--- config.mk ---
export PLATFORM = sky130hd
export DESIGN_NAME = sbs_search_ctrl
export DESIGN_NICKNAME = d
export VERILOG_FILES = /design/src/design/sbs_pkg.sv /design/src/design/sbs_search_ctrl.sv
export VERILOG_INCLUDE_DIRS = /design/src /design/src/design
export SDC_FILE = /design/constraint.sdc
export NUM_CORES = 1
export LEC_CHECK = 0
export ABC_AREA = 1
export BUFFER_PORTS_ARGS = -buffer_cell sky130_fd_sc_hd__buf_4
export CAP_MARGIN = 20
export CORE_ASPECT_RATIO = 1.1
export CORE_UTILIZATION = 46
export DETAILED_ROUTE_END_ITERATION = 8
export GPL_ROUTABILITY_DRIVEN = 0
export PLACE_DENSITY = 0.71
export SETUP_SLACK_MARGIN = 0.3
export SLEW_MARGIN = 15
export SYNTH_ARGS = -nofsm -noshare
export SYNTH_HDL_FRONTEND = slang
export SYNTH_SLANG_ARGS = --single-unit
--- constraint.sdc ---
create_clock -name clk -period 2.7 [get_ports clk]
set_clock_uncertainty 0.05 [all_clocks]
set_input_delay 0.405 -clock clk [delete_from_list [all_inputs] [get_ports clk]]
set_output_delay 0.405 -clock clk [all_outputs]
set_load 0.005 [all_outputs]
--- src/design/sorted_table_binary_search_unit_assert.svh ---
// assertion macros for the sorted table binary search unit
// no dependencies; included by sbs_search_ctrl, which checks its own logic
`ifndef SORTED_TABLE_BINARY_SEARCH_UNIT_ASSERT_SVH
`define SORTED_TABLE_BINARY_SEARCH_UNIT_ASSERT_SVH
`ifndef SYNTHESIS
// same-cycle implication, off during reset
`define SBS_ASSERT_IMP(lbl, clk, rst_n, ante, cons) \
  lbl: assert property (@(posedge clk) disable iff (!rst_n) (ante) |-> (cons)) \
    else $error("sbs assertion failed");
// next-cycle implication, off during reset
`define SBS_ASSERT_NXT(lbl, clk, rst_n, ante, cons) \
  lbl: assert property (@(posedge clk) disable iff (!rst_n) (ante) |=> (cons)) \
    else $error("sbs assertion failed");
`else
`define SBS_ASSERT_IMP(lbl, clk, rst_n, ante, cons)
`define SBS_ASSERT_NXT(lbl, clk, rst_n, ante, cons)
`endif
`endif

--- src/design/sbs_pkg.sv ---
// shared types and constants of the sorted table binary search unit
// no dependencies; used by all modules of the block
package sbs_pkg;

  localparam int unsigned DEFAULT_TABLE_DEPTH = 1024;

  localparam int unsigned COUNT_W    = 11;
  localparam int unsigned INDEX_W    = 10;
  localparam int unsigned VALUE_W    = 32;
  localparam int unsigned ITER_W     = 4;
  localparam int unsigned COMP_W     = 5;
  localparam int unsigned IN_DATA_W  = 48;
  localparam int unsigned OUT_DATA_W = 24;

  // transaction kinds carried in in_tuser
  localparam logic MODE_WRITE  = 1'b0;
  localparam logic MODE_SEARCH = 1'b1;

  typedef enum logic [1:0] {
    SBS_IDLE,
    SBS_PROBE,
    SBS_COMPARE,
    SBS_DONE
  } sbs_state_t;

  typedef struct packed {
    logic [COMP_W-1:0]  comparison_count;
    logic [ITER_W-1:0]  iteration_count;
    logic [INDEX_W-1:0] found_index;
    logic               found;
  } sbs_result_t;

endpackage

--- src/design/sbs_search_ctrl.sv ---
// binary search sequencer: issues probe reads and narrows the range
// depends on sbs_pkg and the assertion macro header
`include "sorted_table_binary_search_unit_assert.svh"

module sbs_search_ctrl #(
  parameter int unsigned ADDR_W      = 10,
  parameter int unsigned NUM_W       = 11
) (
  input  logic                        clk,
  input  logic                        rst_n,
  input  logic                        start,
  input  logic [NUM_W-1:0]            num_entries,
  input  logic [sbs_pkg::VALUE_W-1:0] target,
  output logic                        idle,
  output logic                        rd_en,
  output logic [ADDR_W-1:0]           rd_addr,
  input  logic [sbs_pkg::VALUE_W-1:0] rd_data,
  output logic                        res_valid,
  input  logic                        res_ready,
  output sbs_pkg::sbs_result_t        result
);

  sbs_pkg::sbs_state_t state_r, state_nxt;

  logic [NUM_W-1:0]              low_r, low_nxt;
  logic [NUM_W-1:0]              hx_r, hx_nxt;      // one past the upper bound
  logic [NUM_W-1:0]              mid_r, mid_nxt;
  logic [sbs_pkg::VALUE_W-1:0]   target_r, target_nxt;
  logic                          found_r, found_nxt;
  logic [sbs_pkg::INDEX_W-1:0]   index_r, index_nxt;
  logic [sbs_pkg::ITER_W-1:0]    iters_r, iters_nxt;
  logic [sbs_pkg::COMP_W-1:0]    comps_r, comps_nxt;

  logic [NUM_W:0]                mid_sum;
  logic [NUM_W-1:0]              mid;
  logic                          hit;
  logic                          below;
  logic [NUM_W-1:0]              mid_inc;
  logic [sbs_pkg::COMP_W:0]      comps_add;

  // rounded-down midpoint of low and the inclusive upper bound
  assign mid_sum = {1'b0, low_r} + {1'b0, hx_r} - {{NUM_W{1'b0}}, 1'b1};
  assign mid     = mid_sum[NUM_W:1];
  assign mid_inc = mid_r + {{(NUM_W-1){1'b0}}, 1'b1};

  // compare of the probed entry against the target
  assign hit   = (rd_data == target_r);
  assign below = ($signed(rd_data) < $signed(target_r));

  always_comb begin
    comps_add = {1'b0, comps_r} + (hit ? (sbs_pkg::COMP_W+1)'(1) : (sbs_pkg::COMP_W+1)'(2));
  end

  // state register and datapath registers
  always_ff @(posedge clk) begin
    if (!rst_n) begin
      state_r <= sbs_pkg::SBS_IDLE;
    end else begin
      state_r <= state_nxt;
    end
    low_r    <= low_nxt;
    hx_r     <= hx_nxt;
    mid_r    <= mid_nxt;
    target_r <= target_nxt;
    found_r  <= found_nxt;
    index_r  <= index_nxt;
    iters_r  <= iters_nxt;
    comps_r  <= comps_nxt;
  end

  // next state and outputs
  always_comb begin
    state_nxt  = state_r;
    low_nxt    = low_r;
    hx_nxt     = hx_r;
    mid_nxt    = mid_r;
    target_nxt = target_r;
    found_nxt  = found_r;
    index_nxt  = index_r;
    iters_nxt  = iters_r;
    comps_nxt  = comps_r;
    idle       = 1'b0;
    rd_en      = 1'b0;
    res_valid  = 1'b0;
    case (state_r)
      sbs_pkg::SBS_IDLE: begin
        idle = 1'b1;
        if (start) begin
          low_nxt    = '0;
          hx_nxt     = num_entries;
          target_nxt = target;
          found_nxt  = 1'b0;
          index_nxt  = '0;
          iters_nxt  = '0;
          comps_nxt  = '0;
          // empty table answers at once
          state_nxt  = (num_entries == '0) ? sbs_pkg::SBS_DONE : sbs_pkg::SBS_PROBE;
        end
      end
      sbs_pkg::SBS_PROBE: begin
        rd_en     = 1'b1;
        mid_nxt   = mid;
        state_nxt = sbs_pkg::SBS_COMPARE;
      end
      sbs_pkg::SBS_COMPARE: begin
        iters_nxt = (iters_r == '1) ? iters_r : iters_r + sbs_pkg::ITER_W'(1);
        comps_nxt = comps_add[sbs_pkg::COMP_W] ? '1 : comps_add[sbs_pkg::COMP_W-1:0];
        if (hit) begin
          found_nxt = 1'b1;
          index_nxt = sbs_pkg::INDEX_W'(mid_r);
          state_nxt = sbs_pkg::SBS_DONE;
        end else if (below) begin
          low_nxt   = mid_inc;
          state_nxt = (mid_inc < hx_r) ? sbs_pkg::SBS_PROBE : sbs_pkg::SBS_DONE;
        end else begin
          hx_nxt    = mid_r;
          state_nxt = (low_r < mid_r) ? sbs_pkg::SBS_PROBE : sbs_pkg::SBS_DONE;
        end
      end
      sbs_pkg::SBS_DONE: begin
        res_valid = 1'b1;
        if (res_ready) begin
          state_nxt = sbs_pkg::SBS_IDLE;
        end
      end
      default: begin
        state_nxt = sbs_pkg::SBS_IDLE;
      end
    endcase
  end

  assign rd_addr = ADDR_W'(mid);

  assign result.found            = found_r;
  assign result.found_index      = index_r;
  assign result.iteration_count  = iters_r;
  assign result.comparison_count = comps_r;

  // checks on the search sequence
  `SBS_ASSERT_IMP(a_compare_follows_probe, clk, rst_n,
    state_r == sbs_pkg::SBS_COMPARE, $past(state_r) == sbs_pkg::SBS_PROBE)
  `SBS_ASSERT_IMP(a_probe_range_nonempty, clk, rst_n,
    state_r == sbs_pkg::SBS_PROBE, low_r < hx_r)
  `SBS_ASSERT_IMP(a_miss_counts_two_each, clk, rst_n,
    state_r == sbs_pkg::SBS_DONE && !found_r && iters_r != 4'hF,
    comps_r == {iters_r, 1'b0})
  `SBS_ASSERT_NXT(a_start_leaves_idle, clk, rst_n,
    state_r == sbs_pkg::SBS_IDLE && start, state_r != sbs_pkg::SBS_IDLE)

endmodule

* Word-level counts from Yosys, hierarchy flattened
Index checks and enable logic that the tools add are counted.
** Word-level totals
- Register bits after elaboration :: 87
- Input bits :: 79
** Operators by class
- Add/sub/neg operators :: 5
- Magnitude comparators :: 3
- Equality and inequality tests :: 12
- Muxes and demuxes :: 32
- Reduce and logical (&&, ||, !) cells :: 10
** Operators by type and width (count)
- 2-to-1 mux 11 bit :: 6
- one-hot mux 11 bit (2 select lines) :: 2
- equality test 32 bit :: 1
- less-than comparator 32 bit :: 1
- less-than comparator 11 bit :: 2
- 2-to-1 mux 10 bit :: 2
- one-hot mux 10 bit (2 select lines) :: 1
- 2-to-1 mux 2 bit :: 8
- inequality test 2 bit, second input constant :: 7
- adder 11 x 11 -> 12 bit :: 1
- subtractor 12 x 1 -> 12 bit, second input constant :: 1
- adder 11 x 1 -> 11 bit, second input constant :: 1
- zero test 11 bit :: 1
- 2-to-1 mux 5 bit :: 2
- one-hot mux 5 bit (2 select lines) :: 1
- 2-to-1 mux 4 bit :: 2
- one-hot mux 2 bit (4 select lines) :: 1
- one-hot mux 4 bit (2 select lines) :: 1
- AND reduction 4 bit :: 2
- adder 5 x 2 -> 6 bit :: 1
- AND reduction 2 bit :: 3
- AND reduction 3 bit :: 2
- 2-to-1 mux 1 bit :: 5
- adder 4 x 1 -> 4 bit, second input constant :: 1
- other kinds (6) :: 7

* Logic depth before layout (Yosys ltp)
Gate-level depths: netlist (run 1).
- Word-level depth :: 6
- Depth in mapped cells :: 22
- Depth with buffers taken out :: 22

* Worst setup path before layout (run 1)
OpenSTA, ideal clock, no wires.
- Kind :: reg-to-output
- Start :: register low_r[3]
- End :: output rd_addr[9]
- Arrival time :: 2.132 ns
- Required time :: 2.245 ns
- Path slack :: 0.113 ns
- Cell stages (with the launch flop) :: 17
- Path buffers :: 1
- Cells stage by stage :: edfxtp_1 inv_1 ha_1 inv_1 ha_1 a21oi_1 o21ai_1 a21oi_2 nor2_2 nor2_2 nor2_2 nor2_1 nor2_1 o21ai_1 nand2_1 xor2_1 buf_4
** Between the ends
- Word-level cells in the longest chain between the ends :: 2
** RTL lines
- start: declaration :: line sbs_search_ctrl.sv:25 : logic [NUM_W-1:0] low_r, low_nxt;
- start signal: assignment :: line sbs_search_ctrl.sv:61 : low_r <= low_nxt;
- adder 11 x 11 -> 12 bit :: line sbs_search_ctrl.sv:42 : assign mid_sum = {1'b0, low_r} + {1'b0, hx_r} - {{NUM_W{1'b0}}, 1'b1};
- subtractor 12 x 1 -> 12 bit :: line sbs_search_ctrl.sv:42
- end: declaration :: line sbs_search_ctrl.sv:16 : output logic [ADDR_W-1:0] rd_addr,
Every way passes these cells.

* Final worst setup path (run 1)
- Start :: register low_r[3]
- End :: output rd_addr[7]
Same word-level chain as after synthesis.

==> impl_metrics.toml, run 1 <==
[clock_tree]
clock-sinks = 87
clk_path_buf_depth = 2
cts.root.buffer_cell = "clkbuf_16"
clk_pin_slew_ps = 70
clk_latency_ps = 340
cts_made_buffers = 9
postCtsHoldBufs = 0
htreeDepth = 3
cts_tree = "yes"

[sta]
tightest_slew_ps = 523
setup_viol = 9
rsz0062_at_grt = "yes"
slew_headroom = 0.648
hold_slack_ps = 186
postLayoutSetupSlackWorst_ps = -384
slew_viol_final = 0
fmax_mhz = 324
fin_crit_ps = 3080
hold_viol_final = 0
fin_crit_sh = 1.14
setup_tns_ps = -1350

[routing]
drt_iter0_markers = 179
wl_per_cell_um = 15.9
drtAntennaViolNets = 0
drtPass1Iterations = 5
drc = 0
wirelength_um = 14500
vias = 4651
vias_per_cell = 5.10

[cells_and_area]
fillers = 864
antennaDiodeCount = 0
finish.net_count = 914
final_common_cell = "buf_4"
regArea_um2 = 2590
mostFrequentLayoutCells = "buf_4, inv_1, edfxtp_1"
synthToLayoutAreaGrowth_pct = 44.4
multi_input_area_um2 = 2920
fin_area_um2 = 7940
drive_gt1_frac = 0.423
final_util = 0.688

[power]
cellInternalPower_uw = 3650
p_per_area_nw_per_um2 = 669
sw_frac_of_total = 0.313
p_leak_uw = 0.00380
p_clk_frac = 0.266
switching_power_uw = 1660
vdd_drop_max_uv = 435
p_seq_frac = 0.334
p_comb_frac = 0.400

[worst_setup_path]
crit_fanout = 3
cpMostUsedCell = "nor2_2"
cp-end-kind = "primary output"
max_stage_delay_ps = 420
worstPathArrival_ps = 2630
worstPathRequired_ps = 2250
crit_slowest_cell = "edfxtp_1"
crit_chain = "inv_1 -> ha_1 -> inv_2 -> ha_4 -> a21oi_4 -> o21ai_2 -> a21oi_2 -> nor2_2 -> nor2_2 -> nor2_2 -> buf_4 -> buf_4 -> nor3_1 -> nor2_2 -> buf_4"
worstSetupPathType = "flip-flop to primary output"
start_kind = "flip-flop"
reg2reg_depth = 22

[synthesis]
synth_cell_types = 32
synth_mux_area_frac = 0
yosys.area.top_type_share = 0.464
synth_fp_nets = 747
synthTopCellsByArea = "edfxtp_1, ha_1, inv_1"
synth-adder-area-share = 0.180
ys_ff_latch = 87
synth_compound_gate_area_share = 0.0683
synth-simple-area-share = 0.145
yosysWarnings = 0
seq_area_frac_synth = 0.472
avgSynthCellArea_um2 = 9.32
syn_inst = 590
synth_area_leader_cell = "edfxtp_1"
netlist_area_um2 = 5500
synth_top_family_by_area = "adder cells"
synth-xor-area-share = 0.0207

[global_routing]
grtUsageMet3 = 0.0485
use_met2 = 0.454
grt_pass1_vias = 4889
grt_busiest_layer = "met2"
grt_max_degree = 43
antenna_found_initial = 0
grt_pass1_wl_um = 22100
grt.total_usage = 0.236
grt_use_met1 = 0.242
grt_overflow = 0

[floorplan]
boundaryPins = 112
dieWidth_um = 106
fp-row-count = 41
dieHeight_um = 117
start_util = 0.476
coreArea_um2 = 11500
die_area_um2 = 12400

[worst_hold_path]
hold_depth = 1
hold_path.class = "primary input to flip-flop"

[place]
dpl-instance-area_um2 = 6670
dp_hpwl_um = 9600
post-place-ws_ps = -344
port_buffers = 111

[outcome]
status = "finished with violations"
violations = "setup timing"

[flow_run]
max_cap_violations = 0
[layout make-up]
| class | instances | area share |
|---|---|---|
| repair buffers | 171 | 0.170 |
| clock inverters | 4 | 0.0120 |
| clock buffers | 12 | 0.0298 |
| well taps | 150 | 0.0236 |
| inverters | 140 | 0.0695 |
| multi-input cells | 347 | 0.368 |
| repair inverters | 1 | 0.000946 |
| flip-flops and latches | 87 | 0.327 |
[layer usage]
layer	vias to the layer above	part of all wire
met5	-	0
met1	2195	0.37
met3	43	0.066
met4	0	0.039
met2	170	0.53
li1	2243	-
[cell families (layout without fill, tap and decap cells)]
logic type | after synthesis | after routing
simple gates | 189 | 189
buf+inv | 156 | 328
flops | 87 | 87
fa+ha+maj | 78 | 78
compound gates | 67 | 67
xor+xnor | 13 | 13
[final timing paths]
check / startpoint / slack, ps / end
min reg2reg: iters_r[0] / 590 / iters_r[0]
max: low_r[3] / -380 / rd_addr[7]
max reg2reg: mid_r[1] / 0 / state_r[1]
min: target[18] / 190 / target_r[18]
[Yosys cell counts]
cell	number
nor4_1	3
clkinv_1	1
o21ai_1	8
xnor2_1	1
o2111ai_1	1
nand3_1	13
edfxtp_1	85
a21oi_1	28
nand2_1	96
o21a_1	2
ha_1	76
a21o_1	1
nor3_1	7
or2_2	2
nor2_2	9
a21oi_2	3
a211oi_1	1
nor2_1	53
o31ai_1	2
xor2_1	12
o21bai_1	2
o21ai_0	15
a31oi_1	4
nand4_1	3
nor3_2	3
dfxtp_1	2
clkbuf_1	4
fa_1	2
buf_2	1
buf_4	11
inv_1	129
inv_2	10
[per-stage QoR]
stage | std cells | power [uW]
after CTS | 900 | 5090
after detailed placement | 862 | 3230
final | 912 | 5310
after global routing | 912 | 5600
after global placement | 862 | 3180
after floorplan | 590 | 2760
[worst max-delay path, delay by kind of cell (launching register included)]
family	cells	cell delay [ps]
AND/OR/NAND/NOR	5	480
flip-flops	1	420
AO/OA/AOI/OAI	3	400
adder cells (fa/ha/maj)	2	450
buffers and inverters	5	540
[power by group through the flow]
| stage | registers (uW) | clock network (uW) | logic [uW] |
|---|---|---|---|
| floorplan | 1770 | 0 | 987 |
| finish | 1770 | 1410 | 2130 |
| CTS | 1770 | 1430 | 1890 |
| global placement | 1780 | 0 | 1400 |
| global route | 1790 | 1480 | 2330 |
| detailed placement | 1790 | 0 | 1440 |
[registers in the layout (all words and copies together) (netlist names)]
register  cells
target_r     32
hx_r         11
low_r        11
mid_r        11
index_r      10
comps_r       5
iters_r       4
state_r       2
found_r       1
[timing repair]
action / CTS / global route
pin swaps: 52 / 40
endpoints found under the hold margin: 0 / 0
setup buffers: 22 / 11
resized for setup: 107 / 55
cloned: 0 / 1
endpoints found under the setup margin: 50 / 41
No activity file was read; power rests on OpenSTA's default activity.
==> run 2: changes to the inputs <==
--- a/config.mk
+++ b/config.mk
@@ -13,6 +13,7 @@
 export CORE_UTILIZATION = 46
 export DETAILED_ROUTE_END_ITERATION = 8
 export GPL_ROUTABILITY_DRIVEN = 0
+export GPL_TIMING_DRIVEN = 0
 export PLACE_DENSITY = 0.71
 export SETUP_SLACK_MARGIN = 0.3
 export SLEW_MARGIN = 15
==> run 2 against run 1 <==
Net effect:
- the run still ends with setup timing left
- largest cell class unchanged
- core utilization increased by 0.076 points
- clock power barely moved
- combinational power up 8%
- via count decreased by 0.41%
==> impl_metrics.toml, run 2 (synthesis results as in run 1) <==
[outcome]
status = "finished with violations"
violations = "setup timing"

[clock_tree]
clock-sinks = 87
cts.root.buffer_cell = "clkbuf_16"
clk_path_buf_depth = 2
clk_latency_ps = 350
cts_made_buffers = 9
cts_tree = "yes"
htreeDepth = 3
clk_pin_slew_ps = 70

[routing]
drt_iter0_markers = 219
drtPass1Iterations = 4
wl_per_cell_um = 15.2
drtAntennaViolNets = 0
vias = 4632
wirelength_um = 14100
vias_per_cell = 5.01
drc = 0

[worst_setup_path]
crit_chain = "inv_2 -> ha_4 -> inv_1 -> ha_2 -> inv_4 -> nor3_4 -> a21oi_2 -> nor2_2 -> nor2_2 -> nor2_2 -> nor2_1 -> nor2_1 -> o21ai_1 -> nand2_1 -> xor2_1 -> buf_4 -> buf_4"
crit_slowest_cell = "edfxtp_1"
max_stage_delay_ps = 460
cp-end-kind = "primary output"
reg2reg_depth = 22
rrSetupSlack_ps = -260
start_kind = "flip-flop"
crit_fanout = 2
r2r-start = "mid_r[1]"
rr_endpoint = "state_r[1]"
worstPathRequired_ps = 2250
cpMostUsedCell = "nor2_2"
worstSetupPathType = "flip-flop to primary output"
worstPathArrival_ps = 2780

[floorplan]
dieHeight_um = 117
boundaryPins = 112
fp-row-count = 41
dieWidth_um = 106
die_area_um2 = 12400
start_util = 0.476
coreArea_um2 = 11500

[power]
sw_frac_of_total = 0.317
vdd_drop_max_uv = 522
p_leak_uw = 0.00382
cellInternalPower_uw = 3730
p_comb_frac = 0.421
p_clk_frac = 0.254
p_per_area_nw_per_um2 = 687
p_seq_frac = 0.325
switching_power_uw = 1730

[worst_hold_path]
worstHoldStart = "target[29]"
hold_path.class = "primary input to flip-flop"
min_to = "target_r[29]"
hold_depth = 1

[flow_run]
max_cap_violations = 0

[sta]
fin_crit_sh = 1.20
rsz0062_at_grt = "yes"
fmax_mhz = 309
hold_viol_final = 0
setup_viol = 9
slew_viol_final = 0
fin_crit_ps = 3230
slew_headroom = 0.452
tightest_slew_ps = 821
postLayoutSetupSlackWorst_ps = -532
setup_tns_ps = -2540
hold_slack_ps = 178

[cells_and_area]
largest-register = "target_r"
mostFrequentLayoutCells = "buf_4, inv_1, edfxtp_1"
fin_area_um2 = 7950
fin_cells = 924
synthToLayoutAreaGrowth_pct = 44.6
largest_reg_flops = 32
finish.net_count = 926
final_common_cell = "buf_4"
drive_gt1_frac = 0.434
antennaDiodeCount = 0

[place]
dp_hpwl_um = 9690
port_buffers = 111
placed_cells = 852
dpl-instance-area_um2 = 6580
post-place-ws_ps = -413

[global_routing]
grt_pass1_vias = 4556
antenna_found_initial = 0
grt.total_usage = 0.219
grt_pass1_wl_um = 20700
grt_max_degree = 21
grt_overflow = 0
-- run 2: worst max path at each step --
stage	slack, ps	to	cells after the start	from
global route	-700	rd_addr[9]	17	low_r[2]
detailed placement	-410	comps_r[1]	12	rd_data[15]
global placement	-280	comps_r[1]	12	rd_data[15]
finish	-530	rd_addr[9]	17	low_r[2]
CTS	-440	rd_addr[9]	17	low_r[3]
floorplan	160	state_r[1]	22	mid_r[0]
-- run 2: cell type report --
cell class	count	area (um^2)
Tap cell	150	188
Buffer	16	110
Multi-Input combinational cell	347	2870
Timing Repair Buffer	166	1310
Sequential cell	87	2590
Fill cell	851	3590
Timing Repair inverter	2	15.0
Clock inverter	7	103
Inverter	140	539
Clock buffer	9	225
-- run 2: power by group through the flow --
| stage | registers (uW) | clock network [uW] | logic (uW) |
|---|---|---|---|
| floorplan | 1770 | 0 | 987 |
| global placement | 1790 | 0 | 1460 |
| detailed placement | 1790 | 0 | 1510 |
| CTS | 1770 | 1400 | 1970 |
| global route | 1790 | 1460 | 2520 |
| finish | 1770 | 1390 | 2300 |
-- run 2: critical path, delay by kind of cell (launching register included) --
| family | cells | cell delay, ps |
|---|---|---|
| and+or+nand+nor | 7 | 510 |
| DFF | 1 | 460 |
| adders and majority gates | 2 | 480 |
| buffers and inverters | 5 | 490 |
| xor gates and xnor gates | 1 | 150 |
| AOI/OAI and AO/OA | 2 | 320 |
-- run 2: what timing repair did --
action,CTS,global route
gates cloned,0,2
gates resized for setup,72,83
buffers inserted,36,18
hold buffers,0,0
pin swaps,24,36
endpoints found under the setup margin,50,52
-- run 2: stage by stage --
step | util | total power, uW
floorplan | - | 2760
global placement | 0.569 | 3250
detailed placement | 0.570 | 3300
CTS | 0.645 | 5140
global route | 0.689 | 5760
finish | 0.689 | 5460
-- run 2: layer usage --
layer / vias to the layer above / global-route usage / part of all wire
li1: 2267 / - / -
met4: 0 / 0.0778 / 0.023
met2: 151 / 0.416 / 0.54
met3: 28 / 0.0441 / 0.063
met1: 2186 / 0.243 / 0.38
met5: - / 0 / 0
